--- src/design/bb_pkg.sv ---
// Shared types and constants of the 3x3 box blur.
`timescale 1ns / 1ps
package bb_pkg;

    localparam int COL_W      = 13;
    localparam int EXT_W      = 14;
    localparam int ROW_W      = 12;
    localparam int WID_W      = 12;
    localparam int HGT_W      = 13;
    localparam int CFG_IDX_W  = 2;
    localparam int CFG_DATA_W = 13;
    localparam int SUM_W      = 12;
    localparam int CNT_W      = 4;
    localparam int NUM_W      = 13;
    localparam int MAX_HEIGHT = 4096;

    localparam logic [CFG_IDX_W-1:0] REG_WIDTH  = 2'd0;
    localparam logic [CFG_IDX_W-1:0] REG_HEIGHT = 2'd1;

    typedef enum logic {
        OP_PIXEL = 1'b0,
        OP_DRAIN = 1'b1
    } t_op;

    typedef struct packed {
        logic [7:0] red;
        logic [7:0] green;
        logic [7:0] blue;
    } t_pixel;

    typedef struct packed {
        t_op        operation;
        logic [7:0] in_red;
        logic [7:0] in_green;
        logic [7:0] in_blue;
    } t_in_request;

    typedef struct packed {
        logic [7:0] out_red;
        logic [7:0] out_green;
        logic [7:0] out_blue;
        logic       last_of_run;
        logic       end_of_frame;
    } t_result;

    typedef struct packed {
        t_op              op;
        logic [COL_W-1:0] col;
        logic [1:0]       span;
        logic             two_rows;
        logic             emit_a;
        logic             emit_b;
        logic             a_wide;
        logic             b_wide;
        logic             eof;
        t_pixel           px;
    } t_cmd;

    typedef struct packed {
        logic [SUM_W-1:0] sum_red;
        logic [SUM_W-1:0] sum_green;
        logic [SUM_W-1:0] sum_blue;
        logic [CNT_W-1:0] count;
    } t_div_req;

    typedef enum logic [2:0] {
        B_IDLE,
        B_READ,
        B_SUM_A,
        B_SUM_B,
        B_DRAIN,
        B_SUM_D,
        B_DIV_WAIT
    } t_back_state;

endpackage

--- src/design/bb_cmd_q.sv ---
// Two-entry command queue between the front and back parts of the box blur.
`timescale 1ns / 1ps
module bb_cmd_q import bb_pkg::*; (
    input  logic i_clk,
    input  logic i_rst_n,
    input  logic i_push,
    input  t_cmd i_cmd,
    output logic o_full,
    output logic o_valid,
    output t_cmd o_cmd,
    input  logic i_pop
);

    t_cmd       r_mem [2];
    logic       r_rd;
    logic       r_wr;
    logic [1:0] r_cnt;

    assign o_full  = (r_cnt == 2'd2);
    assign o_valid = (r_cnt != 2'd0);
    assign o_cmd   = r_mem[r_rd];

    always_ff @(posedge i_clk) begin
        if (i_push && !o_full) begin
            r_mem[r_wr] <= i_cmd;
        end
    end

    always_ff @(posedge i_clk) begin
        if (!i_rst_n) begin
            r_rd  <= 1'b0;
            r_wr  <= 1'b0;
            r_cnt <= 2'd0;
        end else begin
            if (i_push && !o_full) begin
                r_wr <= !r_wr;
            end
            if (i_pop && o_valid) begin
                r_rd <= !r_rd;
            end
            r_cnt <= r_cnt + 2'(i_push && !o_full) - 2'(i_pop && o_valid);
        end
    end

endmodule

--- config.mk ---
export PLATFORM = sky130hd
export DESIGN_NAME = bb_cmd_q
export DESIGN_NICKNAME = d
export VERILOG_FILES = /design/src/design/bb_pkg.sv /design/src/design/bb_cmd_q.sv
export SDC_FILE = /design/constraint.sdc
export NUM_CORES = 1
export LEC_CHECK = 0
export ABC_AREA = 1
export BUFFER_PORTS_ARGS = -buffer_cell sky130_fd_sc_hd__buf_2
export CAP_MARGIN = 40
export CORE_MARGIN = 8
export CORE_UTILIZATION = 56
export DETAILED_ROUTE_END_ITERATION = 8
export PLACE_DENSITY = 0.82
export SYNTH_ARGS = -nofsm -noshare
export SYNTH_HDL_FRONTEND = slang
export SYNTH_SLANG_ARGS = --single-unit
--- constraint.sdc ---
create_clock -name i_clk -period 6.65 [get_ports i_clk]
set_input_delay 0.3325 -clock i_clk [delete_from_list [all_inputs] [get_ports i_clk]]
set_output_delay 0.3325 -clock i_clk [all_outputs]
set_load 0.03 [all_outputs]
==> impl_metrics.yaml <==
timing:
  fin_worst_skew_ps: 7.14
  worst_slack_ps: 4450
  slew_headroom_pct: 47.1
  worst_slew_pin_slew_ps: 793
  hold_viol_final: 0
  whs_ps: 173
  finalSetupTns_ps: 0
  min_period_ps: 2200
  setup-violations-final: 0
  slew_violations: 0
  period_share_pct: 33.1
  grt_setup_unrepaired: "false"
  max_freq_ghz: 0.454
power:
  p_int_mw: 1.24
  sw_frac_of_total_pct: 31.5
  vdd.ir_drop.worst_mv: 0.248
  seqPwrFrac_pct: 44.1
  powerDensity_nw_per_um2: 400
  leakagePower_nw: 1.83
  p_clk_share_pct: 23.4
  p_sw_mw: 0.571
  p_comb_share_pct: 32.5
floorplan:
  fp.dieW_um: 98.0
  core_area_um2: 6640
  start_util_pct: 56.7
  rows: 30
  ios: 98
  die_h_um: 98.0
  die-area_um2: 9600
drt:
  antenna_left: 0
  post_drt_wl_per_cell_um: 17.4
  drtIter0Drc: 56
  drtPass1Iterations: 4
  routed_wl_um: 6400
  viasPerCell: 5.06
  dr_total_vias: 1868
  drc: 0
layout:
  antenna_cells: 0
  multiInputGateArea_um2: 790
  fin_util_pct: 68.2
  layout-drive-gt1-share_pct: 55.7
  nNetsFinal: 338
  n_fill_cell: 463
  regArea_um2: 2860
  final_area_um2: 4530
  area_growth_pct: 20.4
worst_hold_path:
  hp-class: "input port to flip-flop"
  hp-start: "i_cmd[4]"
  min_delay_worst_endpoint: "r_mem[1][4]"
  hold_depth: 1
synth:
  synth_area_per_cell_um2: 20.9
  synthCells: 180
  yosysUniqueCellTypes: 12
  ys_ff_latch: 97
  ys_seq_area_share_pct: 76.0
  syn_nets: 232
  yosys_warnings: 0
  syn_area_um2: 3770
critical_path:
  end_kind: "output port"
  path_max_fanout: 46
  cp.arrival_ps: 1870
  critical_path_required_ps: 6320
  start_kind: "flip-flop"
  r2r_cells: 5
  rr_startpoint: "r_cnt[0]"
  rr_endpoint: "r_mem[0][33]"
  r2r_slack_ps: 4710
  critPathKind: "flip-flop to output port"
placement:
  gp_congestion: 0.748
  place_area_um2: 4310
  place_ws_ps: 4690
  io_buffers: 97
  hpwl_um: 4500
clocking:
  cts_buffer_depth: 2
  cts-resized-gates: 0
  postCtsSetupRepairBufs: 0
  htreeDepth: 3
  insertion_delay_ps: 340
  cts_tree: "done"
  clk_pin_slew_ps: 80
  cts_buffers: 9
  cts_sinks: 97
  postCtsHoldBufs: 0
  cts_root_buf: "clkbuf_8"
global_routing:
  overflow: 0
  antenna_found_initial: 0
  grt_pass1_wl_um: 10100
  grt_max_degree: 47
  track_usage_pct: 13.5
  grt_pass1_vias: 2079
status:
  status: "finished clean"
flow_run:
  max_cap_violations: 0
==> synth_stat cells <==
| library cell | number | area [µm²] |
|---|---|---|
| buf_6 | 1 | 11.3 |
| buf_12 | 4 | 80.1 |
| nor2_1 | 8 | 30.0 |
| mux2_4 | 40 | 601 |
| ha_1 | 2 | 25.0 |
| mux2_2 | 6 | 67.6 |
| edfxtp_1 | 92 | 2760 |
| dfxtp_1 | 5 | 100 |
| nand3_1 | 3 | 15.0 |
| inv_1 | 8 | 30.0 |
| nand2_1 | 9 | 33.8 |
| a21oi_1 | 2 | 10.0 |
==> stage by stage <==
step	total power, mW	std cells
after floorplan	1.28	180
after global placement	1.39	354
after detailed placement	1.41	355
after CTS	1.83	369
after global routing	1.89	369
final	1.81	369
==> critical path, cell delays in order, from the launching register on <==
cell,delay (ps)
dfxtp_2,320
buf_4,610
mux2_2,410
buf_2,180
==> per-layer routing <==
layer	global-route usage, %	routed length, µm	vias to the layer above	share of wire [%]
met5	0	0	-	0
met4	6.12	102	0	1.6
met3	4.41	355	12	5.5
met2	23.7	3480	48	54
met1	14.5	2470	918	39
li1	-	-	890	-
==> worst max path at each step <==
| stage | startpoint | end | slack [ps] | cells past startpoint |
|---|---|---|---|---|
| 4_1_cts | flip-flop | o_cmd[2] | 4390 | 3 |
| 3_5_place_dp | r_cnt[0] | r_mem[0][32] | 4690 | 5 |
| 3_3_place_gp | flip-flop | o_cmd[0] | 4790 | 3 |
| 6_report | flip-flop | o_cmd[2] | 4450 | 3 |
| 2_1_floorplan | r_cnt[0] | r_mem[0][0] | 3710 | 4 |
| 5_1_grt | flip-flop | o_cmd[2] | 4330 | 3 |
==> power groups by stage <==
| stage | Sequential [mW] | Combinational (mW) | Clock, mW |
|---|---|---|---|
| 2_1_floorplan | 0.809 | 0.475 | 0 |
| 3_3_place_gp | 0.809 | 0.583 | 0 |
| 3_5_place_dp | 0.813 | 0.598 | 0 |
| 4_1_cts | 0.800 | 0.599 | 0.433 |
| 5_1_grt | 0.806 | 0.628 | 0.456 |
| 6_report | 0.799 | 0.589 | 0.425 |
==> area by class of cell <==
class	instances	area share, %
flip-flops and latches	97	63.2
multi-input cells	70	17.4
repair buffers	100	11.6
clock buffers	10	2.82
well taps	80	2.21
clock inverters	4	2.07
inverters	8	0.662
==> cell usage in the layout (no fill, tap or decap), drive strengths merged <==
cell / Yosys / final
nor2: 8 / 8
ha: 2 / 2
buf: 5 / 100
inv: 8 / 8
bufinv: 0 / 3
dfxtp: 5 / 5
nand2: 9 / 9
edfxtp: 92 / 92
clkinv: 0 / 1
mux2: 46 / 46
nand3: 3 / 3
a21oi: 2 / 2
clkbuf: 0 / 10
==> registers in the layout, indices dropped and copies added, names as in the netlist, named ones only <==
name,count
r_cnt,2
r_rd,1
r_mem,92
r_wr,1
==> cell families (layout without fill, tap and decap cells) <==
family,Yosys count,after routing,synth area share [%]
and+or+nand+nor,20,20,2.09
muxes,46,46,17.7
AOI/OAI and AO/OA,2,2,0.266
adders and majority gates,2,2,0.664
DFF,97,97,76.0
buffers and inverters,13,122,3.22
No activity file was read; power rests on OpenSTA's default activity.
