--- config.mk ---
export PLATFORM = sky130hd
export DESIGN_NAME = bb_front
export DESIGN_NICKNAME = d
export VERILOG_FILES = /design/src/design/bb_pkg.sv /design/src/design/bb_front.sv
export SDC_FILE = /design/constraint.sdc
export NUM_CORES = 1
export LEC_CHECK = 0
export ABC_AREA = 0
export BUFFER_PORTS_ARGS = -buffer_cell sky130_fd_sc_hd__clkbuf_2
export CAP_MARGIN = 20
export CORE_ASPECT_RATIO = 2
export CORE_UTILIZATION = 24
export CTS_BUF_LIST = sky130_fd_sc_hd__clkbuf_16
export CTS_CLUSTER_SIZE = 40
export DETAILED_ROUTE_END_ITERATION = 10
export PLACE_DENSITY_LB_ADDON = 0.25
export SLEW_MARGIN = 10
export SYNTH_ARGS = -nofsm -noshare
export SYNTH_HDL_FRONTEND = slang
export SYNTH_SLANG_ARGS = --single-unit
--- constraint.sdc ---
create_clock -name i_clk -period 3.64 [get_ports i_clk]
set_input_delay 0.728 -clock i_clk [delete_from_list [all_inputs] [get_ports i_clk]]
set_output_delay 0.728 -clock i_clk [all_outputs]
set_load 0.005 [all_outputs]
--- src/design/bb_pkg.sv ---
// Shared types and constants of the 3x3 box blur.
`timescale 1ns / 1ps
package bb_pkg;

    localparam int COL_W      = 13;
    localparam int EXT_W      = 14;
    localparam int ROW_W      = 12;
    localparam int WID_W      = 12;
    localparam int HGT_W      = 13;
    localparam int CFG_IDX_W  = 2;
    localparam int CFG_DATA_W = 13;
    localparam int SUM_W      = 12;
    localparam int CNT_W      = 4;
    localparam int NUM_W      = 13;
    localparam int MAX_HEIGHT = 4096;

    localparam logic [CFG_IDX_W-1:0] REG_WIDTH  = 2'd0;
    localparam logic [CFG_IDX_W-1:0] REG_HEIGHT = 2'd1;

    typedef enum logic {
        OP_PIXEL = 1'b0,
        OP_DRAIN = 1'b1
    } t_op;

    typedef struct packed {
        logic [7:0] red;
        logic [7:0] green;
        logic [7:0] blue;
    } t_pixel;

    typedef struct packed {
        t_op        operation;
        logic [7:0] in_red;
        logic [7:0] in_green;
        logic [7:0] in_blue;
    } t_in_request;

    typedef struct packed {
        logic [7:0] out_red;
        logic [7:0] out_green;
        logic [7:0] out_blue;
        logic       last_of_run;
        logic       end_of_frame;
    } t_result;

    typedef struct packed {
        t_op              op;
        logic [COL_W-1:0] col;
        logic [1:0]       span;
        logic             two_rows;
        logic             emit_a;
        logic             emit_b;
        logic             a_wide;
        logic             b_wide;
        logic             eof;
        t_pixel           px;
    } t_cmd;

    typedef struct packed {
        logic [SUM_W-1:0] sum_red;
        logic [SUM_W-1:0] sum_green;
        logic [SUM_W-1:0] sum_blue;
        logic [CNT_W-1:0] count;
    } t_div_req;

    typedef enum logic [2:0] {
        B_IDLE,
        B_READ,
        B_SUM_A,
        B_SUM_B,
        B_DRAIN,
        B_SUM_D,
        B_DIV_WAIT
    } t_back_state;

endpackage

--- src/design/bb_front.sv ---
// Front part of the box blur: frame position, configuration and command classification.
`timescale 1ns / 1ps
module bb_front import bb_pkg::*; #(
    parameter int MAX_WIDTH = 2048
) (
    input  logic                  i_clk,
    input  logic                  i_rst_n,
    input  logic                  i_push,
    input  t_in_request           i_request,
    output logic                  o_full,
    input  logic                  i_cfg_valid,
    output logic                  o_cfg_ready,
    input  logic [CFG_IDX_W-1:0]  i_cfg_index,
    input  logic [CFG_DATA_W-1:0] i_cfg_data,
    output logic                  o_cmd_push,
    output t_cmd                  o_cmd,
    input  logic                  i_cmd_full
);

    localparam int AW = (MAX_WIDTH > 1) ? $clog2(MAX_WIDTH) : 1;

    logic [WID_W-1:0] r_width;
    logic [HGT_W-1:0] r_height;
    logic [AW-1:0]    r_col;
    logic [ROW_W-1:0] r_row;
    logic [AW-1:0]    r_drain_col;
    logic             r_draining;

    logic [EXT_W-1:0] w_x;
    logic [HGT_W-1:0] h_x;
    logic             last_col;
    logic             last_row;
    logic             d_last;
    logic             accept;
    logic             is_pix;

    always_comb begin
        if (r_width == '0) begin
            w_x = EXT_W'(1);
        end else if (EXT_W'(r_width) > EXT_W'(MAX_WIDTH)) begin
            w_x = EXT_W'(MAX_WIDTH);
        end else begin
            w_x = EXT_W'(r_width);
        end
        if (r_height == '0) begin
            h_x = HGT_W'(1);
        end else if (r_height > HGT_W'(MAX_HEIGHT)) begin
            h_x = HGT_W'(MAX_HEIGHT);
        end else begin
            h_x = r_height;
        end
    end

    assign last_col    = (EXT_W'(r_col) + EXT_W'(1)) >= w_x;
    assign last_row    = (HGT_W'(r_row) + HGT_W'(1)) >= h_x;
    assign d_last      = (EXT_W'(r_drain_col) + EXT_W'(1)) >= w_x;
    assign o_full      = i_cmd_full;
    assign o_cfg_ready = 1'b1;
    assign accept      = i_push && !o_full;
    assign is_pix      = (i_request.operation == OP_PIXEL);
    assign o_cmd_push  = accept && (is_pix ? !r_draining : r_draining);

    always_comb begin
        o_cmd          = '0;
        o_cmd.op       = i_request.operation;
        o_cmd.px.red   = i_request.in_red;
        o_cmd.px.green = i_request.in_green;
        o_cmd.px.blue  = i_request.in_blue;
        if (is_pix) begin
            o_cmd.col      = COL_W'(r_col);
            o_cmd.two_rows = (r_row >= ROW_W'(2));
            o_cmd.emit_a   = (r_row != '0) && (r_col != '0);
            o_cmd.emit_b   = (r_row != '0) && last_col;
            o_cmd.a_wide   = (EXT_W'(r_col) >= EXT_W'(2));
            o_cmd.b_wide   = (r_col != '0);
        end else begin
            o_cmd.col      = (r_drain_col == '0) ? '0 : COL_W'(r_drain_col - AW'(1));
            o_cmd.span     = 2'd1 + 2'(r_drain_col != '0) + 2'(!d_last);
            o_cmd.two_rows = (h_x >= HGT_W'(2));
            o_cmd.eof      = d_last;
        end
    end

    always_ff @(posedge i_clk) begin
        if (!i_rst_n) begin
            r_width     <= WID_W'(640);
            r_height    <= HGT_W'(480);
            r_col       <= '0;
            r_row       <= '0;
            r_drain_col <= '0;
            r_draining  <= 1'b0;
        end else if (i_cfg_valid) begin
            unique case (i_cfg_index)
                REG_WIDTH: begin
                    r_width     <= i_cfg_data[WID_W-1:0];
                    r_col       <= '0;
                    r_row       <= '0;
                    r_drain_col <= '0;
                    r_draining  <= 1'b0;
                end
                REG_HEIGHT: begin
                    r_height    <= i_cfg_data;
                    r_col       <= '0;
                    r_row       <= '0;
                    r_drain_col <= '0;
                    r_draining  <= 1'b0;
                end
                default: begin
                end
            endcase
        end else if (o_cmd_push) begin
            if (is_pix) begin
                if (last_col) begin
                    r_col <= '0;
                    if (last_row) begin
                        r_row       <= '0;
                        r_draining  <= 1'b1;
                        r_drain_col <= '0;
                    end else begin
                        r_row <= r_row + ROW_W'(1);
                    end
                end else begin
                    r_col <= r_col + AW'(1);
                end
            end else begin
                if (d_last) begin
                    r_draining  <= 1'b0;
                    r_drain_col <= '0;
                end else begin
                    r_drain_col <= r_drain_col + AW'(1);
                end
            end
        end
    end

endmodule

==> flow_summary.ini, run 1 <==
[run_status]
outcome = finished, final reports clean

[synth]
syn-num-nets = 709
ys.flop_type = dfxtp_1
avgSynthCellArea_um2 = 7.79
synth-seq-area-share_pct = 24.9
yosys_warnings = 0
synthCells = 620
synth.cell_area_um2 = 4830
synth_seq_cells = 60
ys_async_sr_fraction_pct = 0
synth_cell_type_count = 70
synth-edff-count = 0

[power]
power_frac_clock_pct = 48.6
p_seq_share_pct = 39.3
comb_power_share_pct = 12.1
leakage_nw = 2.51
power.density_nw_per_um2 = 300
power.internal_mw = 1.28
power_switching_mw = 0.460
peakVddDrop_mv = 0.143
swShare_pct = 26.5

[worst_setup_path]
regToRegSetupSlack_ns = 0.52
cp_top_family = adder cells
crit_buf_inv = 1
arrival_ns = 2.82
cp_max_fo = 6
crit_chain = ha_2 > nor2b_1 > or2_2 > ha_1 > o21a_1 > o21ai_0 > o21ai_2 > o2111ai_2 > nand3_4 > ha_4 > nor2_1 > buf_2
critPathRequiredTime_ns = 2.91
critPathKind = reg2out
startpoint_type = flip-flop
cp_slowest_cell = dfxtp_2
cpPeakStageDelay_ns = 0.35
worstSetupEndpointType = primary output
r2r-end = r_drain_col[5]
reg2reg_depth = 12
rr_startpoint = r_col[0]

[routing]
vias_per_cell = 4.74
drtAntennaViolNets = 0
wirelength_um = 15800
post-route-drc-count = 0
drt_iter0_drc = 154
post_drt_wl_per_cell_um = 17.0
drtPass1Iterations = 4
route.vias.total = 4398

[timing]
rsz0062_at_grt = true
setup-tns-final_ns = 0
period_share_pct = 97.6
min_period_ns = 3.55
fmax_mhz = 281
setup_violations = 0
worst_slack_ns = 0.0873
hold_viol_final = 0
fin_skew_ns = 0.00681
worstMarginPinSlew_ns = 0.818
maxSlewHeadroom_pct = 45.3
finalMaxSlewViolations = 0

[layout]
nNetsFinal = 749
stdcell_count = 927
num_antenna_cells = 0
syn_to_final_growth_pct = 20.0
final_common_cell = nand2_1
final_cell_mix = 96 x nand2_1, 53 x dfxtp_1, 48 x buf_4, 43 x clkbuf_2, 41 x ha_1
layout-drive-gt1-share_pct = 24.7
final_util_pct = 29.2
fillCellCount = 2171

[hold_path]
hold_depth = 2
hold_class = reg2reg
hold_end = r_width[10]
worstHoldStart = r_width[10]

[global_routing]
grt_pass1_wl_um = 24400
grt_max_degree = 37
grt_overflow = 0
grt_pass1_vias = 4564
grt_use_total_pct = 16.0
antenna_found_initial = 0

[placed_design]
io_buffers = 44
dp.cells = 908
dpl.hpwl_um = 12800
pre_cts_slack_ns = 0.0639
place_congestion = 0.815

[die]
num_rows = 73
fp.dieW_um = 102
initial_core_util_pct = 24.4
die_area_um2 = 20700
ioPinCount = 94
core_um2 = 19800
die-height_um = 203

[clock_network]
numCtsBuffers = 9
cts_root_buf = clkbuf_16
clock-sinks = 60
cts_tree = done
ctsHtreeMaxLevel = 3
cts_buffer_depth = 2
clock_latency_ns = 0.34
clkTransAtPathRegs_ns = 0.06

[flow_run]
max_cap_viol_count = 0
state kept, by name, summed over array words and instances, names as in the netlist:
name	cells
r_width	12
r_col	11
r_drain_col	11
r_row	12
r_draining	1
r_height	13
tightest hold or removal path: stages (launching register included):
cell and delay [ns]:
dfxtp_1 0.32, nand2_1 0.05, a21boi_0 0.06
stage by stage:
stage / hold slack [ns] / power [mW] / instance area, um2
after global placement: 0.477 / 0.898 / 5320
after global routing: 0.517 / 1.80 / 5790
after detailed placement: 0.478 / 0.897 / 5320
after floorplan: 0.443 / 0.833 / 4830
final: 0.483 / 1.74 / 5790
after CTS: 0.486 / 1.75 / 5690
cell usage after synthesis (9+ instances only):
master     n  area, um2
a21boi_0  27        203
buf_4     29        218
nor2_1    35        131
ha_1      44        551
a21oi_1   24        120
nand2_1   96        360
clkbuf_1  26       97.6
dfxtp_1   60       1200
nor4_1     9       56.3
nor3_1     9       45.0
inv_1     16       60.1
xnor2_1   21        184
and3_1    16        100
o21ai_0   35        175
xor2_1    12        105
nand3_1   41        205
how the worst max path moves through the flow:
stage / start / end / slack, ns / depth (start not counted)
finish: r_drain_col[0] / o_cmd[30] / 0.09 / 12
global route: r_width[2] / o_cmd[30] / -0.03 / 12
CTS: r_width[5] / o_cmd[30] / 0.007 / 12
detailed placement: r_width[2] / o_cmd[30] / 0.06 / 12
global placement: r_width[2] / o_cmd[30] / 0.1 / 12
floorplan: r_col[2] / o_cmd[27] / 0.23 / 11
power by group through the flow:
stage | logic (mW) | clock network (mW) | registers (mW)
6_report | 0.210 | 0.843 | 0.683
5_1_grt | 0.235 | 0.878 | 0.684
4_1_cts | 0.209 | 0.861 | 0.681
3_5_place_dp | 0.202 | 0 | 0.695
3_3_place_gp | 0.202 | 0 | 0.695
2_1_floorplan | 0.141 | 0 | 0.691
cell type report:
class                   count  area [um2]  area share, %
multi-input cells         478        3310           57.2
flip-flops and latches     60        1210           20.9
repair buffers             93         592           10.2
well taps                 262         328           5.66
clock buffers               9         225           3.89
inverters                  18        67.6           1.17
clock inverters             7        58.8           1.01
layer usage:
layer	GRT usage, %	up-vias	share of wire, %
met5	0	-	0
met4	12.0	0	6.0
met3	1.48	37	2.0
met2	31.5	67	58
met1	14.3	2060	34
li1	-	2234	-
cell families (layout without fill, tap and decap cells):
family	Yosys count	after routing	share of synthesized area, %
adder cells (fa/ha/maj)	44	44	11.4
other	1	1	0.0777
buffers and inverters	82	127	9.69
XOR/XNOR	35	35	6.92
flip-flops	60	60	24.9
AND/OR/NAND/NOR	266	266	28.2
AO/OA/AOI/OAI	131	131	18.6
multiplexers	1	1	0.233
timing repair:
item                                    4_1_cts  5_1_grt
buffers inserted                              2        1
endpoints found under the setup margin        4        4
hold buffers                                  0        0
pin swaps                                    10       16
gates resized for setup                      19       23
(Power assumes the default switching activity.)
==> inputs of run 2 (changes only) <==
--- a/config.mk
+++ b/config.mk
@@ -11,5 +11,4 @@
 export CORE_ASPECT_RATIO = 2
 export CORE_UTILIZATION = 24
-export CTS_BUF_LIST = sky130_fd_sc_hd__clkbuf_16
 export CTS_CLUSTER_SIZE = 40
 export DETAILED_ROUTE_END_ITERATION = 10
==> constraint.sdc (replaced) <==
create_clock -name i_clk -period 3.64 [get_ports i_clk]
set_input_delay 0.182 -clock i_clk [delete_from_list [all_inputs] [get_ports i_clk]]
set_output_delay 0.182 -clock i_clk [all_outputs]
set_load 0.005 [all_outputs]
==> flow_summary.ini, run 2 (synthesis results as in run 1) <==
[die]
core_um2 = 19800
num_rows = 73
die_area_um2 = 20700
die-height_um = 203
fp.dieW_um = 102
initial_core_util_pct = 24.4
ioPinCount = 94

[global_routing]
antenna_found_initial = 0
grt_max_degree = 35
grt_overflow = 0
grt_pass1_vias = 4417
grt_use_total_pct = 15.3
grt_pass1_wl_um = 23200

[layout]
final_common_cell = nand2_1
stdcell_count = 900
layout-drive-gt1-share_pct = 19.3
nNetsFinal = 722
largest_reg_flops = 13
syn_to_final_growth_pct = 15.0
fillCellCount = 2214
largest_register = r_height
final_cell_mix = 95 x nand2_1, 57 x dfxtp_1, 44 x clkbuf_2, 43 x ha_1, 39 x nand3_1
num_antenna_cells = 0
largest_registers = r_height: 13 flops, r_row: 12 flops, r_width: 12 flops

[power]
peakVddDrop_mv = 0.158
leakage_nw = 2.38
power.density_nw_per_um2 = 342

[timing]
min_period_ns = 3.43
setup_violations = 0
fin_skew_ns = 0.0102
setup-tns-final_ns = 0
hold_viol_final = 0
rsz0062_at_grt = false
worstMarginPinSlew_ns = 0.878
finalMaxSlewViolations = 0
fmax_mhz = 291
period_share_pct = 94.3
maxSlewHeadroom_pct = 41.2
holdWs_ns = 0.0647

[hold_path]
hold_depth = 3
hold_class = in2reg

[placed_design]
io_buffers = 44
dpl.hpwl_um = 12200
dp.cells = 884
place_congestion = 0.863

[clock_network]
cts_tree = done
clock_latency_ns = 0.35
clkTransAtPathRegs_ns = 0.06
ctsHoldBuffers = 0
ctsHtreeMaxLevel = 3
clock-sinks = 60
cts_buffer_depth = 2
cts_root_buf = clkbuf_16
numCtsBuffers = 9

[worst_setup_path]
critPathKind = reg2out
startpoint_type = flip-flop
critPathRequiredTime_ns = 3.46
arrival_ns = 3.25
cpMostUsedCell = and3_1
cp_max_fo = 8
worstSetupEndpointType = primary output
reg2reg_depth = 12
cpPeakStageDelay_ns = 0.38
crit_chain = nand3_2 > nor2_1 > and3_1 > and3_1 > and3_1 > ha_1 > a211o_1 > nand3b_1 > o21ai_0 > o32ai_4 > buf_4 > and2_2 > clkbuf_2
cp_slowest_cell = dfxtp_2

[routing]
vias_per_cell = 4.79
drtPass1Iterations = 4
post-route-drc-count = 0
drt_iter0_drc = 163
drtAntennaViolNets = 0
wirelength_um = 15000
route.vias.total = 4308
post_drt_wl_per_cell_um = 16.6

[run_status]
outcome = finished, final reports clean

[flow_run]
max_cap_viol_count = 0
## run 2: changes by cell type in the layout (fill, tap and decap cells not counted), moves of 4 or more
cell / delta
buf_4: -27
clkinv_4: +4
dfxtp_2: -4
dfxtp_1: +4
## run 2: path summary, 6_finish.rpt
kind / slack [ns] / to / start
worst max-delay path: 0.21 / o_cmd[27] / r_col[1]
worst max register to register: 0.35 / r_row[3] / r_row[1]
worst min register to register: 0.49 / r_height[5] / r_height[5]
worst min-delay path: 0.06 / r_height[6] / i_cfg_data[6]
## run 2: area by class of cell
class,instances,area (um2),share of cell area (%)
Sequential cell,60,1200,21.7
Clock inverter,7,125,2.25
Clock buffer,9,225,4.05
Timing Repair Buffer,66,398,7.16
Inverter,18,67.6,1.22
Multi-Input combinational cell,478,3210,57.7
Tap cell,262,328,5.90
## run 2: repair_timing
action                                  4_1_cts  5_1_grt
hold endpoints to repair                      0        0
gates resized for setup                       3       12
setup buffers                                 0        0
endpoints found under the setup margin        3       13
## run 2: stage by stage
stage          instance area, um2  utilization (%)  worst slack, ns  total power, mW
2_1_floorplan                4830                -            0.436            0.833
3_3_place_gp                 5150             26.0            0.239            0.892
3_5_place_dp                 5150             26.0            0.254            0.891
4_1_cts                      5520             27.8           0.0356             1.92
5_1_grt                      5550             28.0          0.00526             1.97
6_report                     5550             28.0            0.208             1.90
## run 2: worst max-delay path, delay by kind of cell (launching register included)
family          cells  cell delay (ns)
flops               1             0.38
buf+inv             2             0.31
fa+ha+maj           1             0.26
simple gates        7             1.33
compound gates      3             0.64
## run 2: where the power goes
part | internal [mW] | total (mW) | switching [mW]
combinational | 0.0759 | 0.193 | 0.117
sequential | 0.670 | 0.683 | 0.0129
clock | 0.673 | 1.02 | 0.350
total | 1.42 | 1.90 | 0.479
## run 2: per-layer routing
metal	vias to the layer above	GRT usage (%)	share of wire [%]	wire (um)
met2	70	30.0	59	8770
met4	0	11.1	5.6	845
li1	2171	-	-	-
met3	38	1.72	2.6	392
met1	2029	13.6	33	4960
met5	-	0	0	0
==> inputs of run 3 (changes only) <==
CELL_PAD_IN_SITES_DETAIL_PLACEMENT = 0   (was default)
CELL_PAD_IN_SITES_GLOBAL_PLACEMENT = 1   (was default)
==> flow_summary.ini, run 3 (synthesis results as in run 1) <==
[clock_network]
cts_buffer_depth = 2
numCtsBuffers = 9
ctsHoldBuffers = 0
clock_latency_ns = 0.34
ctsHtreeMaxLevel = 3
cts_root_buf = clkbuf_16
clock-sinks = 60
cts_tree = done
clkTransAtPathRegs_ns = 0.06

[die]
ioPinCount = 94
initial_core_util_pct = 24.4
num_rows = 73
die-height_um = 203
core_um2 = 19800
die_area_um2 = 20700
fp.dieW_um = 102

[global_routing]
grt_pass1_vias = 4438
antenna_found_initial = 0
grt_pass1_wl_um = 24000
grt_max_degree = 63
grt_overflow = 0
grt_use_total_pct = 15.8

[worst_setup_path]
critPathKind = reg2out
reg2reg_depth = 14
cp_max_fo = 8
startpoint_type = flip-flop
worstSetupEndpointType = primary output
arrival_ns = 3.27
critPathRequiredTime_ns = 3.46

[routing]
route.vias.total = 4336
drt_iter0_drc = 157
drtPass1Iterations = 7
drtAntennaViolNets = 0
post_drt_wl_per_cell_um = 17.2
wirelength_um = 15500
vias_per_cell = 4.82
post-route-drc-count = 1

[timing]
fin_skew_ns = 0.00702
worst_slack_ns = 0.190
period_share_pct = 94.8
finalMaxSlewViolations = 0
hold_viol_final = 0
maxSlewHeadroom_pct = 45.5
min_period_ns = 3.45
worstMarginPinSlew_ns = 0.814
setup_violations = 0
fmax_mhz = 290

[layout]
final_common_cell = nand2_1
largest_registers = r_height: 13 flops, r_row: 12 flops, r_width: 12 flops
stdcell_count = 900
largest_register = r_height
layout-drive-gt1-share_pct = 19.1
nNetsFinal = 722
final_cell_mix = 95 x nand2_1, 57 x dfxtp_1, 44 x ha_1, 44 x clkbuf_2, 38 x nand3_1
syn_to_final_growth_pct = 14.3
num_antenna_cells = 0
largest_reg_flops = 13

[hold_path]
hold_depth = 3
hold_class = in2reg

[run_status]
outcome = finished, violations left
violations = design-rule violations

[placed_design]
dp.cells = 881
dpl.hpwl_um = 12600
io_buffers = 44
place_congestion = 0.806
pre_cts_slack_ns = 0.113

[power]
leakage_nw = 2.37
peakVddDrop_mv = 0.217
power.density_nw_per_um2 = 330

[flow_run]
max_cap_viol_count = 0
[run 3: through the flow]
step | util (%) | setup TNS (ns) | cell area, um2 | hold WS [ns] | power, mW
final | 27.9 | 0 | 5520 | 0.0803 | 1.82
after floorplan | - | 0 | 4830 | 0.306 | 0.833
after global routing | 27.9 | -0.00841 | 5520 | 0.0905 | 1.89
after global placement | 25.8 | 0 | 5120 | 0.364 | 0.885
after detailed placement | 25.8 | 0 | 5120 | 0.364 | 0.887
after CTS | 27.5 | 0 | 5460 | 0.0692 | 1.84
[run 3: worst paths after layout]
path | from | endpoint | slack (ns)
worst max-delay path | r_col[1] | o_cmd[27] | 0.19
worst min-delay path | i_cfg_data[6] | r_height[6] | 0.08
worst max register to register | r_col[1] | r_row[3] | 0.25
worst min register to register | r_height[5] | r_height[5] | 0.48
[run 3: routing by layer]
metal | wire (um) | vias up | global-route usage (%) | share of wire (%)
met3 | 355 | 31 | 2.13 | 2.3
li1 | - | 2178 | - | -
met1 | 5120 | 2047 | 13.8 | 33
met4 | 824 | 0 | 9.74 | 5.3
met5 | 0 | - | 0 | 0
met2 | 9170 | 80 | 31.8 | 59
[run 3: timing repair]
action | CTS | global route
setup buffers | 0 | 3
gates resized for setup | 4 | 13
pin swaps | 0 | 2
endpoints found under the setup margin | 3 | 16
[run 3: worst max-delay path: stages (launching register included)]
cell	delay, ns
dfxtp_1	0.43
nand3_2	0.16
nor2_1	0.18
and3_1	0.25
and3_1	0.24
and3_1	0.17
ha_1	0.25
a211o_1	0.33
nand3b_1	0.18
o21ai_1	0.18
o32ai_4	0.19
and2_2	0.24
clkbuf_2	0.11
[run 3: power breakdown]
group	total, mW	internal, mW	switching, mW
Sequential	0.680	0.668	0.0126
Combinational	0.190	0.0728	0.118
Clock	0.948	0.602	0.346
[run 3: final cells by class]
type	instances	area [um2]
fill	2214	14300
multi-input combinational	478	3200
sequential	60	1210
timing repair buffer	66	385
tap	262	328
clock buffer	9	225
clock inverter	7	100
inverter	18	67.6
